[src/rtl/core/h3fd_pkg.sv]
// Shared types for the HTTP/3 frame deframer: result kinds and the result record.
// No dependencies; used by every module in rtl/core.
`timescale 1ns / 1ps

package h3fd_pkg;

  localparam int unsigned VarintW  = 62;
  localparam int unsigned ByteW    = 8;
  localparam int unsigned VlenW    = 3;
  localparam int unsigned QueueDepth = 4;

  typedef enum logic [1:0] {
    KIND_PAYLOAD = 2'd0,
    KIND_EMPTY   = 2'd1,
    KIND_DONE    = 2'd2,
    KIND_ERROR   = 2'd3
  } kind_e;

  typedef struct packed {
    kind_e               kind;
    logic [VarintW-1:0]  frame_kind;
    logic [ByteW-1:0]    payload_byte;
    logic                frame_end;
    logic                run_last;
  } res_t;

  // Results produced by one byte: count (0..2), first result, second result.
  typedef struct packed {
    logic [1:0] num;
    res_t       r0;
    res_t       r1;
  } pres_t;

endpackage

[src/rtl/core/h3fd_parse.sv]
// Frame parser state and per-byte decode: varint assembly, payload countdown, end check.
// Depends on h3fd_pkg.
`timescale 1ns / 1ps

module h3fd_parse (
  input  logic                       clk_i,
  input  logic                       rst_ni,
  input  logic                       step_i,
  input  logic [h3fd_pkg::ByteW-1:0] byte_i,
  input  logic                       end_i,
  output h3fd_pkg::pres_t            res_o
);

  typedef enum logic [1:0] {
    PH_TYPE = 2'd0,
    PH_LEN  = 2'd1,
    PH_PAY  = 2'd2
  } phase_e;

  phase_e                            phase_q, phase_d;
  logic [h3fd_pkg::VlenW-1:0]        vleft_q, vleft_d;
  logic [h3fd_pkg::VarintW-1:0]      acc_q, acc_d;
  logic [h3fd_pkg::VarintW-1:0]      type_q, type_d;
  logic [h3fd_pkg::VarintW-1:0]      left_q, left_d;

  logic [h3fd_pkg::VarintW-1:0]      acc_n;
  logic [h3fd_pkg::VarintW-1:0]      left_dec;
  logic [h3fd_pkg::VlenW-1:0]        vleft_n;
  logic                              has_a;
  h3fd_pkg::res_t                    res_a;
  h3fd_pkg::res_t                    res_e;
  logic                              ok;

  always_comb begin
    phase_d  = phase_q;
    vleft_d  = vleft_q;
    acc_d    = acc_q;
    type_d   = type_q;
    left_d   = left_q;
    acc_n    = '0;
    vleft_n  = '0;
    left_dec = left_q - h3fd_pkg::VarintW'(1);
    has_a    = 1'b0;
    res_a    = '0;
    res_e    = '0;
    ok       = 1'b0;

    if (phase_q == PH_PAY) begin
      left_d             = left_dec;
      has_a              = 1'b1;
      res_a.kind         = h3fd_pkg::KIND_PAYLOAD;
      res_a.frame_kind   = type_q;
      res_a.payload_byte = byte_i;
      res_a.frame_end    = (left_dec == '0);
      if (left_dec == '0) begin
        phase_d = PH_TYPE;
      end
    end else begin
      if (vleft_q == '0) begin
        acc_n = {{(h3fd_pkg::VarintW-6){1'b0}}, byte_i[5:0]};
        // prefix 00/01/10/11 -> 1/2/4/8 bytes total
        case (byte_i[7:6])
          2'd0:    vleft_n = 3'd0;
          2'd1:    vleft_n = 3'd1;
          2'd2:    vleft_n = 3'd3;
          default: vleft_n = 3'd7;
        endcase
      end else begin
        acc_n   = {acc_q[h3fd_pkg::VarintW-9:0], byte_i};
        vleft_n = vleft_q - 3'd1;
      end
      vleft_d = vleft_n;
      acc_d   = acc_n;
      if (vleft_n == '0) begin
        acc_d = '0;
        if (phase_q == PH_LEN) begin
          left_d = acc_n;
          if (acc_n == '0) begin
            has_a            = 1'b1;
            res_a.kind       = h3fd_pkg::KIND_EMPTY;
            res_a.frame_kind = type_q;
            res_a.frame_end  = 1'b1;
            phase_d          = PH_TYPE;
          end else begin
            phase_d = PH_PAY;
          end
        end else begin
          type_d  = acc_n;
          phase_d = PH_LEN;
        end
      end
    end

    if (end_i) begin
      ok         = (phase_d == PH_TYPE) && (vleft_d == '0);
      res_e.kind = ok ? h3fd_pkg::KIND_DONE : h3fd_pkg::KIND_ERROR;
      phase_d    = PH_TYPE;
      vleft_d    = '0;
      acc_d      = '0;
      type_d     = '0;
      left_d     = '0;
    end

    res_o = '0;
    if (has_a && end_i) begin
      res_o.num         = 2'd2;
      res_o.r0          = res_a;
      res_o.r1          = res_e;
      res_o.r1.run_last = 1'b1;
    end else if (has_a) begin
      res_o.num         = 2'd1;
      res_o.r0          = res_a;
      res_o.r0.run_last = 1'b1;
    end else if (end_i) begin
      res_o.num         = 2'd1;
      res_o.r0          = res_e;
      res_o.r0.run_last = 1'b1;
    end
  end

  always_ff @(posedge clk_i or negedge rst_ni) begin
    if (!rst_ni) begin
      phase_q <= PH_TYPE;
      vleft_q <= '0;
      acc_q   <= '0;
      type_q  <= '0;
      left_q  <= '0;
    end else if (step_i) begin
      phase_q <= phase_d;
      vleft_q <= vleft_d;
      acc_q   <= acc_d;
      type_q  <= type_d;
      left_q  <= left_d;
    end
  end

  // no varint can be open while payload is being counted
  a_pay_no_varint: assert property (@(posedge clk_i) disable iff (!rst_ni)
    phase_q == PH_PAY |-> vleft_q == '0)
    else $error("varint open during payload");

  // payload phase always has bytes still due
  a_pay_nonzero: assert property (@(posedge clk_i) disable iff (!rst_ni)
    phase_q == PH_PAY |-> left_q != '0)
    else $error("payload phase with zero bytes left");

  // a buffer end always restores the idle parse state
  a_end_restart: assert property (@(posedge clk_i) disable iff (!rst_ni)
    step_i && end_i |=> phase_q == PH_TYPE && vleft_q == '0 && type_q == '0)
    else $error("parser did not restart after buffer end");

endmodule

[src/rtl/core/h3fd_outq.sv]
// Result queue: takes up to two results per cycle, hands out one beat per cycle while ready_i is high.
// Depends on h3fd_pkg.
`timescale 1ns / 1ps

module h3fd_outq (
  input  logic            clk_i,
  input  logic            rst_ni,
  input  h3fd_pkg::pres_t push_i,
  output logic            room_o,
  output logic            valid_o,
  input  logic            ready_i,
  output h3fd_pkg::res_t  res_o
);

  localparam int unsigned PtrW = $clog2(h3fd_pkg::QueueDepth);
  localparam int unsigned CntW = PtrW + 1;

  h3fd_pkg::res_t  mem_q [h3fd_pkg::QueueDepth];
  logic [PtrW-1:0] wr_ptr_q, rd_ptr_q;
  logic [CntW-1:0] cnt_q;
  logic            pop;
  logic [PtrW-1:0] wr_ptr_p1;

  assign pop       = valid_o && ready_i;
  assign valid_o   = (cnt_q != '0);
  assign res_o     = mem_q[rd_ptr_q];
  // room for a two-result byte regardless of this cycle's pop
  assign room_o    = (cnt_q <= CntW'(h3fd_pkg::QueueDepth - 2));
  assign wr_ptr_p1 = wr_ptr_q + PtrW'(1);

  always_ff @(posedge clk_i) begin
    if (push_i.num != 2'd0) begin
      mem_q[wr_ptr_q] <= push_i.r0;
    end
    if (push_i.num == 2'd2) begin
      mem_q[wr_ptr_p1] <= push_i.r1;
    end
  end

  always_ff @(posedge clk_i or negedge rst_ni) begin
    if (!rst_ni) begin
      wr_ptr_q <= '0;
      rd_ptr_q <= '0;
      cnt_q    <= '0;
    end else begin
      wr_ptr_q <= wr_ptr_q + PtrW'(push_i.num);
      if (pop) begin
        rd_ptr_q <= rd_ptr_q + PtrW'(1);
      end
      cnt_q <= cnt_q + CntW'(push_i.num) - CntW'(pop);
    end
  end

  a_no_overflow: assert property (@(posedge clk_i) disable iff (!rst_ni)
    push_i.num != 2'd0 |-> room_o)
    else $error("result queue overflow");

  a_cnt_range: assert property (@(posedge clk_i) disable iff (!rst_ni)
    cnt_q <= CntW'(h3fd_pkg::QueueDepth))
    else $error("result queue count out of range");

endmodule

[src/rtl/core/http3_frame_deframer_core.sv]
// Top level of the HTTP/3 frame deframer: input beat register, parser, result queue.
// Depends on h3fd_pkg, h3fd_parse, h3fd_outq.
// Throughput: one input byte per cycle while the result queue has room; a byte that yields
// two results (payload or empty frame plus buffer end) is handed out one beat at a time.
// Reset: asynchronous, active low; clears the parse state and empties the result queue.
`timescale 1ns / 1ps

module http3_frame_deframer_core (
  input  logic        clk_i,
  input  logic        rst_ni,
  input  logic        s_axis_tvalid_i,
  output logic        s_axis_tready_o,
  input  logic [7:0]  s_axis_tdata_i,   // [7:0] data_byte
  input  logic        s_axis_tlast_i,   // buffer_end
  output logic        m_axis_tvalid_o,
  input  logic        m_axis_tready_i,
  output logic [71:0] m_axis_tdata_o,   // [61:0] frame_kind, [69:62] payload_byte, rest 0
  output logic [2:0]  m_axis_tuser_o,   // [1:0] kind, [2] run_last
  output logic        m_axis_tlast_o    // frame_end
);

  logic                       in_valid_q;
  logic [h3fd_pkg::ByteW-1:0] in_byte_q;
  logic                       in_end_q;
  logic                       room;
  logic                       step;
  h3fd_pkg::pres_t            pres;
  h3fd_pkg::res_t             res;

  assign step            = in_valid_q && room;
  assign s_axis_tready_o = !in_valid_q || step;

  always_ff @(posedge clk_i or negedge rst_ni) begin
    if (!rst_ni) begin
      in_valid_q <= 1'b0;
    end else if (s_axis_tready_o) begin
      in_valid_q <= s_axis_tvalid_i;
    end
  end

  always_ff @(posedge clk_i) begin
    if (s_axis_tready_o && s_axis_tvalid_i) begin
      in_byte_q <= s_axis_tdata_i;
      in_end_q  <= s_axis_tlast_i;
    end
  end

  h3fd_parse u_parse (
    .clk_i  (clk_i),
    .rst_ni (rst_ni),
    .step_i (step),
    .byte_i (in_byte_q),
    .end_i  (in_end_q),
    .res_o  (pres)
  );

  h3fd_pkg::pres_t push;
  always_comb begin
    push = pres;
    if (!step) begin
      push.num = 2'd0;
    end
  end

  h3fd_outq u_outq (
    .clk_i   (clk_i),
    .rst_ni  (rst_ni),
    .push_i  (push),
    .room_o  (room),
    .valid_o (m_axis_tvalid_o),
    .ready_i (m_axis_tready_i),
    .res_o   (res)
  );

  assign m_axis_tdata_o = {2'b00, res.payload_byte, res.frame_kind};
  assign m_axis_tuser_o = {res.run_last, res.kind};
  assign m_axis_tlast_o = res.frame_end;

  // a held input beat stays put until the parser takes it
  a_hold_stalled: assert property (@(posedge clk_i) disable iff (!rst_ni)
    in_valid_q && !step |=> in_valid_q && $stable(in_byte_q) && $stable(in_end_q))
    else $error("stalled input beat lost");

endmodule

[config.mk]
export PLATFORM = sky130hd
export DESIGN_NAME = http3_frame_deframer_core
export DESIGN_NICKNAME = d
export VERILOG_FILES = /design/src/rtl/core/h3fd_pkg.sv /design/src/rtl/core/h3fd_parse.sv /design/src/rtl/core/h3fd_outq.sv /design/src/rtl/core/http3_frame_deframer_core.sv
export SDC_FILE = /design/constraint.sdc
export NUM_CORES = 1
export LEC_CHECK = 0
export ABC_AREA = 1
export ABC_CLOCK_PERIOD_IN_PS = 10630
export BUFFER_PORTS_ARGS = -buffer_cell sky130_fd_sc_hd__buf_2
export CORE_ASPECT_RATIO = 2
export CORE_MARGIN = 2
export CORE_UTILIZATION = 39
export CTS_CLUSTER_DIAMETER = 150
export DETAILED_ROUTE_END_ITERATION = 12
export PLACE_DENSITY_LB_ADDON = 0.15
export SYNTH_ARGS = -nofsm -noshare
export SYNTH_HDL_FRONTEND = slang
export SYNTH_HIERARCHICAL = 1
export SYNTH_SLANG_ARGS = --single-unit
[constraint.sdc]
create_clock -name clk_i -period 10.63 [get_ports clk_i]
set_clock_uncertainty 0.05 [all_clocks]
set_input_delay 2.6575 -clock clk_i [delete_from_list [all_inputs] [get_ports clk_i]]
set_output_delay 2.6575 -clock clk_i [all_outputs]
set_load 0.01 [all_outputs]
; Word-level counts from Yosys, hierarchy flattened
; Memories as Yosys holds them, arrays and structs flattened.
; Cells that the tools add are included.
[totals]
memories = 1
register_bits = 200
ram_bits = 296
word_cells = 94
output_inout_bits = 78
inputBits = 13
[classes]
add_sub_neg = 7
reduce_logical = 22
muxes = 45
n_lt_le_gt_ge = 1
n_eq_ne = 7
[memory_table]
columns = memory, depth, width, rd, rd_clocked_by_memory_dff, write_ports, line_no
row1 = u_outq.mem_q, 4, 74, 1, 0, 2, h3fd_outq.sv:18  ; h3fd_pkg::res_t mem_q [h3fd_pkg::QueueDepth];
[ops]
columns = cell, n
row1 = 62-bit two-way mux, 10
row2 = 64-bit two-way mux, 3
row3 = 54-bit two-way mux, 3
row4 = 76-bit two-way mux, 2
row5 = 62-bit zero test, 2
row6 = 75-bit two-way mux, 1
row7 = 74-bit two-way mux, 1
row8 = 63-bit two-way mux, 1
row9 = 62-bit by 1-bit subtractor with 62-bit output (second input constant), 1
row10 = 2-bit two-way mux, 8
row11 = 3-bit two-way mux, 4
row12 = 1-bit two-way mux, 10
row13 = 3-bit zero test, 3
row14 = 3-bit one-hot mux with 3 select lines, 1
row15 = 3-bit nonzero test, 3
row16 = 8-bit two-way mux, 1
row17 = 2-bit == test (second input constant), 3
row18 = 1-bit logical AND, 5
row19 = 2-bit by 1-bit adder with 2-bit output (second input constant), 2
row20 = 2-bit by 1-bit == test with 1-bit output (second input constant), 2
row21 = 2-bit zero test, 2
row22 = 2-bit inequality test (second input constant), 2
row23 = 4-bit AND reduction, 1
row24 = 2-bit nonzero test, 2
row25 = other kinds (9), 9

; Depth between registers and ports, before layout
; Gate-level depths: netlist (run 1).
[logic_depth]
word_depth = 19
mapped_depth = 29
ltp_nobuf = 23

; Cells and area by module
; The synthesis (run 1) kept the hierarchy.
[by_module_without_submodules]
columns = mod, instances, area_per_inst_um2, seq_area_each_um2, cells_per_inst
row1 = h3fd_outq, 1, 15994.1, 9063.7, 1983
row2 = h3fd_parse, 1, 11727.5, 4579.4, 1667
row3 = http3_frame_deframer_core, 1, 359.1, 295.3, 24

; Worst setup path after synthesis (run 1)
; OpenSTA, ideal clock, no wires.
[synth_timing]
kind = flip-flop to flip-flop
from = register u_parse/vleft_q[0] (netlist name)
to = memory u_outq/mem_q[0][0] (netlist name) (enable)
n_path_buf = 6
period_less_slack_ns = 5.323
t_arrival_ns = 4.520
setup_time_ns = 0.753
path_stages_with_launch = 25
setup_slack_ns = 5.307
required_time_ns = 9.827
cell_sequence = dfrtp_1 inv_1 ha_1 nand2_2 inv_2 buf_6 buf_6 nor2_1 nor4_2 nand4_1 nor2_1 nand3_1 nand2_2 inv_4 buf_6 ha_1 inv_1 buf_4 inv_1 nor2_1 inv_1 nand4_1 buf_2 clkbuf_1 nand2_1
[synth_rtl]
columns = element, line_no
row1 = start: declaration, h3fd_parse.sv:21  ; logic [h3fd_pkg::VlenW-1:0] vleft_q, vleft_d;
row2 = start signal: assignment, h3fd_parse.sv:130  ; vleft_q <= vleft_d;
row3 = end: declaration, h3fd_outq.sv:18

==> impl_metrics.json, run 1 <==
{
  "p_per_area_nw_per_um2": 236,
  "fin_nets": 3649,
  "yosys_most_used_dff": "edfxtp_1",
  "setup_ws_ns": 2.93,
  "maxSlewHeadroom": 0.240,
  "drive_above_1_share": 0.0753,
  "grt_overflow": 0,
  "syn_inst": 3674,
  "grt_usage": 0.237,
  "use_met3": 0.0223,
  "setup_violations": 0,
  "place_hpwl_mm": 58.8,
  "die_x_um": 194,
  "ios": 91,
  "post_cts_buffers": 0,
  "synth-edff-count": 305,
  "antenna_found_initial": 2,
  "grt_pass1_wl_mm": 135,
  "wl_mm": 88.5,
  "max-vdd-ir-drop_uv": 143,
  "routed_wire_length_per_instance_um": 19.3,
  "fin_tns_setup_ns": 0,
  "ys_ff_latch": 496,
  "htree_num_levels": 2,
  "p_leak_nw": 13.4,
  "final-seq-area_sq_um": 13900,
  "start_kind": "flip-flop",
  "die_h_um": 383,
  "cts_buffers": 47,
  "core_sq_um": 71500,
  "yosysSeqAreaShare": 0.496,
  "met2_usage": 0.444,
  "rows": 139,
  "drtAntennaViolNets": 0,
  "clk_path_buf_depth": 3,
  "synth_top_area_frac": 0.326,
  "period_needed_ns": 7.70,
  "ctsResizeCount": 0,
  "start_util": 0.393,
  "total_power_mw": 7.12,
  "dr.first_iter.drc_count": 1685,
  "dr.pass1.iters": 8,
  "worst_slew_pin_slew_ns": 1.14,
  "place_ws_ns": 2.92,
  "io_buffers": 88,
  "worst_ep_required_time_ns": 10.83,
  "drcViolationCount": 0,
  "cap_violations": 0,
  "arrival_ns": 7.89,
  "clk_latency_ns": 0.59,
  "rsz0062_at_grt": "no",
  "synthArstFlopShare": 0.385,
  "min_period_over_period": 0.724,
  "dieArea_sq_um": 74300,
  "cp-end-kind": "flip-flop",
  "area_growth_syn_to_layout_pct": 7.52,
  "drv_slew": 0,
  "final_util": 0.422,
  "finalHoldViolCount": 0,
  "grtUsageMet1": 0.259,
  "multiInputGateArea_sq_um": 11800,
  "diodes": 0,
  "critPathMaxFanout": 130,
  "fillCellCount": 7289,
  "worstSetupPathType": "reg2reg",
  "avgSynthCellArea_sq_um": 7.64,
  "grt_max_degree": 131,
  "fmax_mhz": 130,
  "syn_area_sq_um": 28100,
  "cts_hold_buf": 0,
  "gpl.final_weighted_congestion": 0.998,
  "synth.area.top_cells": "edfxtp_1, nand2_1, dfrtp_1",
  "hp-class": "reg2reg",
  "final_cell_mix": "nand2_1, nor2_1, edfxtp_1, nand3_1, inv_1",
  "grt_pass1_vias": 22936,
  "grt-busiest-layer": "met2",
  "vias": 23618,
  "cts_tree": "built",
  "synth_top_area_cell": "edfxtp_1",
  "cts-root-buf": "clkbuf_16",
  "yosysWarnings": 6,
  "path_clk_slew_ns": 0.07,
  "final_common_cell": "nand2_1",
  "synth_cell_type_count": 43,
  "cts_sinks": 496,
  "via_per_inst": 5.16,
  "run_status": "finished clean"
}
==> where the power goes <==
part	switching [mW]	internal, mW
Combinational	2.10	0.730
Sequential	0.222	2.37
Clock	0.777	0.929
Total	3.10	4.02
==> synth_stat cells (2+ instances only) <==
| cell type | number |
|---|---|
| inv_2 | 11 |
| nand2_2 | 11 |
| nand3_1 | 305 |
| xor2_1 | 5 |
| ha_1 | 10 |
| or2_2 | 2 |
| o21ai_1 | 22 |
| xnor2_1 | 3 |
| nor2_1 | 459 |
| o32ai_1 | 43 |
| a21oi_1 | 19 |
| nand4_1 | 15 |
| edfxtp_1 | 305 |
| nand3b_1 | 20 |
| nor2_4 | 8 |
| dfrtp_1 | 191 |
| nand2_4 | 4 |
| nor3_2 | 2 |
| and2_1 | 4 |
| buf_1 | 15 |
| conb_1 | 2 |
| buf_4 | 87 |
| o22ai_1 | 25 |
| buf_6 | 10 |
| inv_1 | 294 |
| a41oi_1 | 3 |
| clkbuf_1 | 92 |
| a32o_1 | 5 |
| nor2_2 | 34 |
| o31ai_1 | 5 |
| buf_2 | 83 |
| nand2_1 | 1297 |
| o21ai_0 | 245 |
| nor2_8 | 3 |
| a31oi_1 | 27 |
==> cells by family (layout without fill, tap and decap cells) <==
family | Yosys count | count (layout) | synth area share
simple gates | 2167 | 2167 | 0.318
buf+inv | 594 | 513 | 0.0975
flops | 496 | 496 | 0.496
compound gates | 396 | 396 | 0.0806
fa+ha+maj | 11 | 11 | 0.00517
xor+xnor | 8 | 8 | 0.00250
other cells | 2 | 73 | 0.000267
==> state kept, by name, indices dropped and copies added (netlist names) <==
name	count
u_parse/acc_q	54
u_outq/cnt_q	3
u_outq/mem_q	296
in_end_q	1
u_parse/phase_q	2
u_parse/type_q	62
u_parse/vleft_q	3
u_parse/left_q	62
in_byte_q	8
u_outq/rd_ptr_q	2
in_valid_q	1
u_outq/wr_ptr_q	2
==> path summary, 6_finish.rpt <==
kind | start | end | slack (ns) | depth (start not counted)
worst max-delay path | u_parse/vleft_q[0] | u_outq/mem_q[3][51] | 2.93 | 22
worst min-delay path | u_parse/acc_q[47] | u_parse/acc_q[47] | 0.43 | 2
worst max register to register | u_parse/vleft_q[0] | u_outq/mem_q[3][51] | 2.93 | 22
worst min register to register | u_parse/acc_q[47] | u_parse/acc_q[47] | 0.43 | 2
max in group asynchronous | rst_ni | u_parse/acc_q[38] | 6.46 | 3
min in group asynchronous | rst_ni | u_parse/left_q[6] | 2.10 | 1
==> worst max-delay path: stages, from the launching register on <==
cell	delay (ns)
dfrtp_1	0.38
inv_1	0.13
ha_1	0.20
nand2_2	0.21
inv_2	0.78
nand2_1	0.18
o22ai_1	0.20
nand3_1	0.51
nor3_2	0.46
nand3_1	0.20
nand2_2	0.15
inv_4	0.23
ha_1	0.38
inv_1	0.13
inv_1	0.06
nor2_1	0.23
inv_1	0.11
nand2_1	0.21
inv_6	0.34
nand2_2	0.15
buf_4	0.87
nand2_4	0.60
buf_4	0.54
==> routing by layer <==
metal	part of all wire	up-vias
li1	-	11611
met1	0.37	11074
met2	0.53	707
met3	0.042	224
met4	0.058	2
met5	0.000090	-
==> stage by stage <==
stage	std cells	hold WS, ns	instance area, sq um
after CTS	4580	0.438	30200
final	4580	0.435	30200
after global placement	4492	0.418	28700
after detailed placement	4492	0.420	28700
after global routing	4580	0.464	30200
after floorplan	3745	0.399	28300
==> final cells by class <==
class / instances / share of cell area
Sequential cell: 496 / 0.462
Inverter: 307 / 0.0385
Multi-Input combinational cell: 2655 / 0.389
Timing Repair Buffer: 118 / 0.0223
Tap cell: 916 / 0.0380
Clock inverter: 26 / 0.00758
Clock buffer: 62 / 0.0425
Power figures use the tool's default switching activity.
==> run 2, diff against run 1 <==
- ABC_AREA: 1 -> 0
- ABC_CLOCK_PERIOD_IN_PS: 10630 -> 7360
- clock period: 10.63 -> 7.36 ns (I/O delays scaled with it)
==> impl_metrics.json, run 2 <==
{
  "ctsResizeCount": 0,
  "worstSetupPathType": "reg2reg",
  "worstPathCellList": "inv_1, ha_1, nor2b_1, mux2i_1, a21oi_1, and3_1, nand2b_1, nand2_2, inv_1, ha_1, inv_1, and3_1, nor2_1, a21oi_4, buf_4",
  "largest_reg_flops": 296,
  "dr.first_iter.drc_count": 1201,
  "synthXorXnorAreaFrac": 0.0108,
  "synth_top_family_by_area": "multiplexers",
  "grt_max_degree": 106,
  "clk_path_buf_depth": 3,
  "cts-root-buf": "clkbuf_16",
  "drive_above_1_share": 0.202,
  "yosys-top-cells-count": "edfxtp_1, dfrtp_1, mux2_1",
  "r2r_end": "u_outq/mem_q[0][49]",
  "grt_usage": 0.216,
  "fmax_mhz": 167,
  "total_power_mw": 10.3,
  "io_buffers": 88,
  "rsz0062_at_grt": "no",
  "pwr-share-clk": 0.241,
  "dr.pass1.iters": 5,
  "grt_pass1_wl_mm": 113,
  "finalHoldViolCount": 0,
  "final_common_cell": "edfxtp_1",
  "synth-edff-count": 305,
  "post_cts_buffers": 0,
  "synth_top_area_cell": "edfxtp_1",
  "cts_hold_buf": 0,
  "fin_area_sq_um": 28400,
  "ios": 91,
  "drcViolationCount": 0,
  "r2r_slack_ns": 1.37,
  "rr_worst_depth": 15,
  "synth_top_area_frac": 0.353,
  "grt_overflow": 0,
  "top_register": "u_outq/mem_q",
  "synth_mux_area_frac": 0.194,
  "avgSynthCellArea_sq_um": 12.6,
  "final_cell_mix": "edfxtp_1, dfrtp_1, mux2_1",
  "syn_area_sq_um": 25900,
  "htree_num_levels": 2,
  "die_h_um": 369,
  "drtAntennaViolNets": 0,
  "hold_path_end": "u_parse/type_q[34]",
  "arrival_ns": 6.20,
  "ys_ff_latch": 496,
  "p_sw_mw": 4.06,
  "grt_pass1_vias": 17636,
  "vias": 16833,
  "period_needed_ns": 5.99,
  "fin_nets": 2111,
  "dieArea_sq_um": 68700,
  "synth_cell_type_count": 76,
  "clk_latency_ns": 0.60,
  "yosysMostFrequentCell": "edfxtp_1",
  "p_per_area_nw_per_um2": 362,
  "via_per_inst": 5.61,
  "cts_buffers": 47,
  "crit_slowest_cell": "a21oi_4",
  "cp_common_cell": "inv_1",
  "wl_mm": 73.8,
  "setup_violations": 0,
  "slowest_delay_ns": 0.71,
  "area_growth_syn_to_layout_pct": 9.45,
  "maxSlewHeadroom": 0.262,
  "place_hpwl_mm": 49.5,
  "min_from": "u_parse/type_q[34]",
  "synth_compound_area_frac": 0.0836,
  "hp-class": "reg2reg",
  "synth_fa_ha_area_frac": 0.00560,
  "internal_power_mw": 6.20,
  "top_regs": "u_outq/mem_q x296, u_parse/left_q x62, u_parse/type_q x62",
  "p_leak_nw": 11.3,
  "cts_tree": "built",
  "start_util": 0.394,
  "routed_wire_length_per_instance_um": 24.6,
  "gpl.final_weighted_congestion": 0.915,
  "critPathTopFamily": "simple AND/OR/NAND/NOR gates",
  "cap_violations": 0,
  "cts_sinks": 496,
  "rr_startpoint": "u_parse/vleft_q[0]",
  "die_x_um": 186,
  "synthSimpleGateAreaFrac": 0.114,
  "place_area_sq_um": 26800,
  "min_period_over_period": 0.815,
  "combPwrFrac": 0.385,
  "critPathMaxFanout": 64,
  "seq_power_share": 0.373,
  "fin_tns_setup_ns": 0,
  "worst_slew_pin_slew_ns": 1.10,
  "yosysSeqAreaShare": 0.538,
  "drv_slew": 0,
  "path_clk_slew_ns": 0.07,
  "yosysWarnings": 6,
  "antenna_found_initial": 0,
  "yosys_most_used_dff": "edfxtp_1",
  "hold_path_depth": 2,
  "max-vdd-ir-drop_uv": 209,
  "synthArstFlopShare": 0.385,
  "start_kind": "flip-flop",
  "cp-end-kind": "flip-flop",
  "worst_ep_required_time_ns": 7.56,
  "core_sq_um": 65700,
  "syn_inst": 2059,
  "switching_share": 0.396,
  "critPathBufInv": 4,
  "run_status": "finished clean",
  "diodes": 0,
  "synth.area.top_cells": "edfxtp_1, dfrtp_1, mux2_1",
  "rows": 133
}
run 2: cell count changes after synthesis, sizes merged, moves of 46 or more:
cell,delta
buf,-59
a22o,+49
nor4,+46
mux4,+74
and2,+73
nor2,-394
o21ai,-100
inv,-283
nand2,-1154
mux2,+296
nand3,-291
run 2: worst max-delay path by stage:
stage	start	endpoint	slack [ns]	cells past startpoint
detailed placement	u_parse/vleft_q[0]	u_outq/mem_q[0][52]	1.33	15
finish	u_parse/vleft_q[0]	u_outq/mem_q[0][49]	1.37	15
CTS	u_parse/vleft_q[0]	u_outq/mem_q[0][46]	1.31	15
floorplan	u_parse/vleft_q[0]	u_outq/mem_q[0][0]	0.02	17
global route	u_parse/vleft_q[0]	u_outq/mem_q[0][50]	0.88	15
global placement	u_parse/acc_q[1]	u_outq/mem_q[0][52]	1.52	13
run 2: layout make-up:
| type | count | area, sq um |
|---|---|---|
| Clock inverter | 24 | 214 |
| Timing Repair Buffer | 122 | 767 |
| Clock buffer | 62 | 1320 |
| Tap cell | 877 | 1100 |
| Multi-Input combinational cell | 1397 | 10900 |
| Sequential cell | 496 | 13900 |
| Inverter | 23 | 86.3 |
| Fill cell | 6106 | 37400 |
run 2: worst register-to-register path, stage by stage (launching register included):
cell and delay (ns):
dfrtp_1 0.43, inv_1 0.15, ha_1 0.26, nor2b_1 0.59, mux2i_1 0.24, a21oi_1 0.43
and3_1 0.34, nand2b_1 0.14, nand2_2 0.67, inv_1 0.12, ha_1 0.31, inv_1 0.13
and3_1 0.42, nor2_1 0.19, a21oi_4 0.71, buf_4 0.45
run 2: cell families (layout without fill, tap and decap cells):
logic type / count (synthesis) / after routing
muxes: 372 / 372
other: 2 / 73
xor gates and xnor gates: 32 / 32
buffers and inverters: 237 / 231
DFF: 496 / 496
adders and majority gates: 11 / 11
and+or+nand+nor: 559 / 559
AOI/OAI and AO/OA: 350 / 350
run 2: metal layers:
metal,share of wire,vias to the layer above,wire (um),track usage
li1,-,7692,-,-
met5,0,-,0,0
met4,0.043,0,3190,0.0912
met2,0.52,393,38600,0.394
met1,0.40,8625,29400,0.257
met3,0.035,123,2560,0.0223
run 2: stage by stage:
step | worst slack, ns | hold WS (ns) | std cells | utilization
global route | 0.881 | 0.437 | 3001 | 0.432
CTS | 1.31 | 0.427 | 3001 | 0.432
detailed placement | 1.33 | 0.412 | 2915 | 0.408
global placement | 1.52 | 0.403 | 2915 | 0.408
floorplan | 0.0247 | 0.390 | 2130 | -
finish | 1.37 | 0.420 | 3001 | 0.432
run 2: power groups by stage:
stage,Combinational [mW],Clock [mW],Sequential [mW]
floorplan,2.74,0,3.65
global placement,3.96,0,3.88
detailed placement,3.96,0,3.90
CTS,3.97,2.55,3.84
global route,4.25,2.65,3.89
finish,3.96,2.48,3.83
